### config.mk
export PLATFORM = sky130hd
export DESIGN_NAME = lis_ctrl
export DESIGN_NICKNAME = d
export VERILOG_FILES = /design/src/design/assert_macros.svh /design/src/design/lis_pkg.sv /design/src/design/lis_ctrl.sv
export SDC_FILE = /design/constraint.sdc
export NUM_CORES = 1
export LEC_CHECK = 0
export BUFFER_PORTS_ARGS = -buffer_cell sky130_fd_sc_hd__buf_2
export CAP_MARGIN = 15
export CORE_AREA = 3 3 40 42
export CTS_CLUSTER_SIZE = 24
export DETAILED_ROUTE_END_ITERATION = 10
export DIE_AREA = 0 0 43 45
export HOLD_SLACK_MARGIN = 0.08
export PLACE_DENSITY = 0.42
export SLEW_MARGIN = 5
export SYNTH_ARGS = -nofsm -noshare
export SYNTH_HDL_FRONTEND = slang
export SYNTH_SLANG_ARGS = --single-unit
### constraint.sdc
create_clock -name clk -period 1.85 [get_ports clk]
set_clock_uncertainty 0.15 [all_clocks]
set_input_delay 0.0925 -clock clk [delete_from_list [all_inputs] [get_ports clk]]
set_output_delay 0.0925 -clock clk [all_outputs]
set_load 0.01 [all_outputs]
### src/design/assert_macros.svh
// Assertion macros used by the top-level design file
`ifndef ASSERT_MACROS_SVH
`define ASSERT_MACROS_SVH

// Same-cycle implication, disabled while in reset
`define LIS_ASSERT_IMP(lbl, clk, rstn, a, c, msg) \
  lbl: assert property (@(posedge clk) disable iff (!(rstn)) (a) |-> (c)) else $error(msg);

// Next-cycle implication, disabled while in reset
`define LIS_ASSERT_NXT(lbl, clk, rstn, a, c, msg) \
  lbl: assert property (@(posedge clk) disable iff (!(rstn)) (a) |=> (c)) else $error(msg);

`endif

### src/design/lis_pkg.sv
`timescale 1ns / 1ps
// ----------------------------------------------------------------------------
// lis_pkg
// Types, sizes and helpers shared by the longest increasing subsequence block.
// ----------------------------------------------------------------------------
package lis_pkg;

  localparam int MAX_ELEMENTS = 1024;
  localparam int VALUE_BITS   = 16;
  localparam int ADDR_W       = (MAX_ELEMENTS > 1) ? $clog2(MAX_ELEMENTS) : 1;
  localparam int CNT_W        = $clog2(MAX_ELEMENTS + 1);
  localparam int LEN_W        = 11;
  localparam int IN_DATA_W    = 16;
  localparam int OUT_DATA_W   = 24;
  localparam int OUT_PAD_W    = OUT_DATA_W - 2 * LEN_W;
  localparam int RAM_W        = VALUE_BITS + CNT_W;

  typedef enum logic [1:0] {
    ST_IDLE,
    ST_SCAN,
    ST_DRAIN,
    ST_FIN
  } lis_state_t;

  typedef struct packed {
    logic load;
    logic issue;
    logic commit;
  } lis_cmd_t;

  typedef struct packed {
    logic empty;
    logic full;
    logic scan_last;
    logic out_free;
  } lis_sts_t;

  function automatic logic [LEN_W-1:0] to_len(input logic [CNT_W-1:0] x);
    logic [CNT_W+LEN_W-1:0] w;
    w = {{LEN_W{1'b0}}, x};
    return w[LEN_W-1:0];
  endfunction

endpackage

### src/design/lis_ctrl.sv
`timescale 1ns / 1ps
// ----------------------------------------------------------------------------
// lis_ctrl
// Sequencer: accept a word, scan the store, drain the read, commit the result;
// the scan and drain are skipped when the store is empty or full.
module lis_ctrl (
  input  logic              clk,
  input  logic              rst_n,
  input  logic              in_tvalid,
  output logic              in_tready,
  input  lis_pkg::lis_sts_t sts,
  output lis_pkg::lis_cmd_t cmd
);
  import lis_pkg::*;

  lis_state_t state_r, state_nxt;

  always_ff @(posedge clk) begin
    if (!rst_n) begin
      state_r <= ST_IDLE;
    end else begin
      state_r <= state_nxt;
    end
  end

  always_comb begin
    state_nxt = state_r;
    cmd       = '0;
    in_tready = 1'b0;
    unique case (state_r)
      ST_IDLE: begin
        in_tready = 1'b1;
        if (in_tvalid) begin
          cmd.load = 1'b1;
          if (sts.empty || sts.full) begin
            state_nxt = ST_FIN;
          end else begin
            state_nxt = ST_SCAN;
          end
        end
      end
      ST_SCAN: begin
        cmd.issue = 1'b1;
        if (sts.scan_last) begin
          state_nxt = ST_DRAIN;
        end
      end
      ST_DRAIN: begin
        state_nxt = ST_FIN;
      end
      ST_FIN: begin
        if (sts.out_free) begin
          cmd.commit = 1'b1;
          state_nxt  = ST_IDLE;
        end
      end
      default: begin
        state_nxt = ST_IDLE;
      end
    endcase
  end

endmodule

==> results.cfg, run 1 <==
[status]
outcome = finished clean

[grt]
grt_max_degree = 7
grt.overflow.total = 0
groute.layer.met2.usage_pct = 7.49
busiest_layer = met2
antenna_found_initial = 0
grt_pass1_wl_um = 807
grt_use_met1_pct = 6.95
track_usage_pct = 6.23
met3_usage_pct = 3.59
grt_pass1_vias = 200

[sta]
holdWs_ns = 0.120
finalHoldViolations = 0
relSlewSlack_pct = 84.2
tightest_slew_ns = 0.238
fin_setup_tns_ns = 0
setup_violations = 0
drv_slew = 0
rsz0062_at_grt = no
setup_slack_ns = 0.391
fmaxAchievable_mhz = 686
finalCriticalPeriod_ns = 1.46
period_share_pct = 78.8

[power]
p_comb_share_pct = 56.5
seqPwrFrac_pct = 21.1
p_switching_mw = 0.172
power_per_cell_area_nw_per_um2 = 1400
switching_share_pct = 40.7
p_leak_nw = 0.149
internal-power_mw = 0.250
finalPower_mw = 0.422
clock_power_share_pct = 22.3
ir_worst_vdd_mv = 0.424

[critical_path]
startpoint_type = register
crit_arrival_ns = 1.22
path_class = reg2out
critPathMaxStageDelay_ns = 0.36
slowest_stage = dfxtp_1
cp_cell_sequence = inv_1 > ha_1 > and2_1 > buf_2
cp-end-kind = output pin
critPathMaxFanout = 6
cp_data_required_time_ns = 1.61

[die]
initial_core_util_pct = 14.7
core_area_sq_um = 1280
die_h_um = 45
die_area_sq_um = 1940
io-pin-count = 11
row_count = 13
die_x_um = 43

[logic_synthesis]
synth-async-reset-ratio_pct = 0
syn-cell-area_sq_um = 189
syn_avg_cell_area_sq_um = 9.00
yosys.area.top_type = ha_1
synth_seq_area_share_pct = 21.2
synth_area_leaders = ha_1 26%, dfxtp_1 21%, mux2i_1 11%
syn_nets = 32
synth.distinct_cells = 11
yosysWarnings = 0
synthCells = 21
netlist.area_leader.share_pct = 26.5
synthFlopType = dfxtp_1
yosys_register_bits = 2
yosys-top-cells-count = 4 x ha_1, 4 x inv_1
synth-edff-count = 0

[layout]
instances_no_fill = 51
largest_reg_flops = 2
top_register = state_r
drive_above_1_share_pct = 41.7
fillCellCount = 139
final_cell_area_sq_um = 300
layout.nets = 49
post-route-util_pct = 23.4
antenna_cells = 0
area_growth_pct = 58.9
top_regs = state_r: 2 flops

[cts]
numCtsBuffers = 3
post_cts_buffers = 0
htree_levels = 1
clk_pin_slew_worst_paths_ns = 0.03
cts_tree = done
cts_num_sinks = 2
clockRootBuffer = clkbuf_4
clock_latency_ns = 0.22
cts_buffer_depth = 2

[detailed_routing]
postRouteAntennaNets = 0
drc = 0
drtPass1Iterations = 1
wirelength_um = 390
drtIter0Drc = 0
num_vias = 189
via_per_inst = 3.71
wl_per_cell_um = 7.65

[place]
io_buffers = 10
dpl_cell_area_sq_um = 258
dp_hpwl_um = 332
gp_congestion = 0.585
dpl_worst_slack_ns = 0.517
place_inst = 46

[flow_run]
max-cap-violations = 0

[min_path]
hold_class = in2reg
## power by group through the flow
stage	Combinational (mW)	Clock, mW	Sequential (mW)
final	0.239	0.0942	0.0890
after global routing	0.282	0.107	0.0949
after CTS	0.246	0.101	0.0891
after detailed placement	0.243	0	0.0898
after global placement	0.241	0	0.0903
after floorplan	0.175	0	0.0847
## path summary, 6_finish.rpt
kind | cells past startpoint | slack (ns) | startpoint | to
max | 4 | 0.39 | state_r[0] | cmd[2]
min | 3 | 0.12 | sts[0] | state_r[1]
max reg2reg | 5 | 0.53 | state_r[0] | state_r[0]
min reg2reg | 2 | 0.35 | state_r[1] | state_r[1]
## what timing repair did
item                      in CTS  in global routing
hold buffers                   2                  0
resized for setup              0                  0
hold endpoints to repair       2                  0
## cell type report
type / instances / area, sq um / area share [%]
clock buffers: 3 / 22.5 / 7.50
inverters: 4 / 15.0 / 5.00
multi-input cells: 15 / 134 / 44.6
flip-flops and latches: 2 / 40.0 / 13.3
well taps: 15 / 18.8 / 6.25
repair buffers: 12 / 70.1 / 23.3
## placed cells by master (no fill, tap or decap), drive strengths merged
cell type	instances
nand2	2
ha	4
mux2i	2
dfxtp	2
buf	10
nand2b	2
o21ai	1
inv	4
dlygate4sd3	2
and2	2
clkbuf	3
o221ai	2
## kinds of logic after synthesis
| kind of cell | count (synthesis) | share of synthesized area (%) |
|---|---|---|
| simple gates | 6 | 18.5 |
| mux | 2 | 10.6 |
| buf+inv | 4 | 7.94 |
| flops | 2 | 21.2 |
| fa+ha+maj | 4 | 26.5 |
| compound gates | 3 | 15.2 |
## layer usage
metal / vias to the layer above / wire length, um
met2: 11 / 150
met3: 0 / 56
li1: 101 / -
met1: 77 / 183
met4: 0 / 0
met5: - / 0
## worst max-delay path: cells and delay by family (launching register included)
kind / cells / cell delay [ns]
DFF: 1 / 0.36
adders and majority gates: 1 / 0.27
buffers and inverters: 2 / 0.21
and+or+nand+nor: 1 / 0.16
Note: power is estimated with default switching activity, not from simulation.
==> run 2, diff against run 1 <==
- ABC_AREA: not set -> 1
- PLACE_DENSITY: 0.42 -> 0.43
- clock period: 1.85 -> 1.5 ns (I/O delays scaled with it)
==> results.cfg, run 2 <==
[detailed_routing]
postRouteAntennaNets = 0
via_per_inst = 3.19
wirelength_um = 393
drtPass1Iterations = 3
drc = 0
wl_per_cell_um = 6.24
num_vias = 201
drtIter0Drc = 3

[cts]
clock_latency_ns = 0.22
numCtsBuffers = 3
clockRootBuffer = clkbuf_4
htree_levels = 1
cts_buffer_depth = 2
cts_num_sinks = 2
cts_tree = done
clk_pin_slew_worst_paths_ns = 0.03
cts_resized = 0

[sta]
finalHoldViolations = 0
tightest_slew_ns = 0.182
finalCriticalPeriod_ns = 1.37
fin_setup_tns_ns = 0
period_share_pct = 91.3
setup_violations = 0
holdWs_ns = 0.137
drv_slew = 0
rsz0062_at_grt = no
relSlewSlack_pct = 87.8
fmaxAchievable_mhz = 730

[die]
core_area_sq_um = 1280
die_x_um = 43
io-pin-count = 11
die_area_sq_um = 1940
initial_core_util_pct = 15.6
die_h_um = 45
row_count = 13

[min_path]
hold_class = in2reg
min_from = sts[1]
min_path_cells = 6
min_to = state_r[0]

[critical_path]
rr_worst_depth = 5
cp-end-kind = output pin
path_class = reg2out
crit_arrival_ns = 1.14
startpoint_type = register
reg2reg_from = state_r[0]
cp_data_required_time_ns = 1.27
startpoint = state_r[0]
reg2reg_to = state_r[0]
critPathMaxFanout = 6
r2r_slack_ns = 0.15

[grt]
met3_usage_pct = 2.79
antenna_found_initial = 0
groute.layer.met2.usage_pct = 5.99
track_usage_pct = 4.66
grt_max_degree = 7
grt.overflow.total = 0
grt_use_met1_pct = 5.52
grt_pass1_vias = 195
busiest_layer = met2
grt_pass1_wl_um = 662

[place]
io_buffers = 10
dp_hpwl_um = 310
gp_congestion = 0.679

[layout]
fillCellCount = 146
drive_above_1_share_pct = 31.3
area_growth_pct = 60.6
multi_input_area_sq_um = 130
seqCellArea_sq_um = 40.0
top_register = state_r
top_regs = state_r: 2 flops
antenna_cells = 0
largest_reg_flops = 2
layout_common_cells = 10 x nand2_1, 10 x buf_2, 8 x inv_1
layout.nets = 61

[logic_synthesis]
synth_seq_area_share_pct = 20.0
synth.distinct_cells = 9
synth-async-reset-ratio_pct = 0
synth_area_leaders = ha_1 25%, dfxtp_1 20%, nand2_1 19%
post-synth-top-count-cell = nand2_1
syn-cell-area_sq_um = 200
syn_avg_cell_area_sq_um = 6.26
yosys.area.top_type = ha_1
yosys_register_bits = 2
synthFlopType = dfxtp_1
synth-edff-count = 0
netlist.area_leader.share_pct = 25.0
yosysWarnings = 0
syn_nets = 43
synthCells = 32
yosys-top-cells-count = 10 x nand2_1, 8 x inv_1, 4 x ha_1, 4 x nor2_1, 2 x dfxtp_1

[power]
p_comb_share_pct = 60.8
internal-power_mw = 0.317
p_leak_nw = 0.207
p_switching_mw = 0.248
ir_worst_vdd_mv = 0.611
switching_share_pct = 43.9
clock_power_share_pct = 20.8
seqPwrFrac_pct = 18.4
power_per_cell_area_nw_per_um2 = 1760

[flow_run]
max-cap-violations = 0

[status]
outcome = finished clean
run 2: cell types whose count changed after synthesis, moves of 2 or more:
cell / delta
mux2i_1: -2
inv_1: +4
and2_1: -2
nor2_1: +4
nand2_1: +8
run 2: metal layers:
| layer | wire (um) | vias up |
|---|---|---|
| met5 | 0 | - |
| met4 | 0 | 0 |
| met3 | 48 | 0 |
| met2 | 118 | 11 |
| met1 | 226 | 66 |
| li1 | - | 124 |
run 2: logic make-up (layout without fill, tap and decap cells):
logic type      Yosys count  after routing  share of synthesized area (%)
simple gates             17             17                           37.5
fa+ha+maj                 4              4                           25.0
compound gates            1              1                           2.50
buf+inv                   8             24                           15.0
flops                     2              2                           20.0
run 2: worst max-delay path by stage:
stage / end / slack (ns) / cells after the start
floorplan: state_r[0] / 0.20 / 5
global placement: state_r[0] / 0.16 / 5
detailed placement: state_r[0] / 0.14 / 5
CTS: cmd[2] / 0.10 / 5
global route: cmd[2] / 0.03 / 5
finish: cmd[2] / 0.13 / 5
run 2: power groups by stage:
stage	sequential (mW)	clock [mW]	combinational [mW]
after floorplan	0.101	0	0.257
after global placement	0.108	0	0.346
after detailed placement	0.106	0	0.345
after CTS	0.105	0.128	0.352
after global routing	0.111	0.127	0.398
final	0.104	0.117	0.343
run 2: through the flow:
step | util (%) | power (mW) | cells | worst slack [ns] | instance area [sq um]
after detailed placement | 20.9 | 0.451 | 57 | 0.140 | 269
after global placement | 20.9 | 0.454 | 57 | 0.161 | 269
final | 25.0 | 0.565 | 63 | 0.130 | 322
after global routing | 25.0 | 0.636 | 63 | 0.0337 | 322
after CTS | 25.0 | 0.585 | 63 | 0.101 | 322
after floorplan | - | 0.359 | 32 | 0.195 | 200
run 2: area by class of cell:
| type | instances | share of cell area (%) |
|---|---|---|
| multi-input combinational | 22 | 40.5 |
| timing repair buffer | 13 | 24.9 |
| sequential | 2 | 12.5 |
| inverter | 8 | 9.34 |
| clock buffer | 3 | 7.00 |
| tap | 15 | 5.84 |
run 2: timing repair:
action / CTS / global route
hold buffers: 3 / 0
hold endpoints to repair: 2 / 0
setup buffers: 0 / 0
run 2: critical path, cell delays in order, from the launching register on:
cell     delay (ns)
dfxtp_1        0.34
inv_1          0.08
ha_1           0.26
nand2_1        0.08
inv_1          0.03
buf_2          0.12
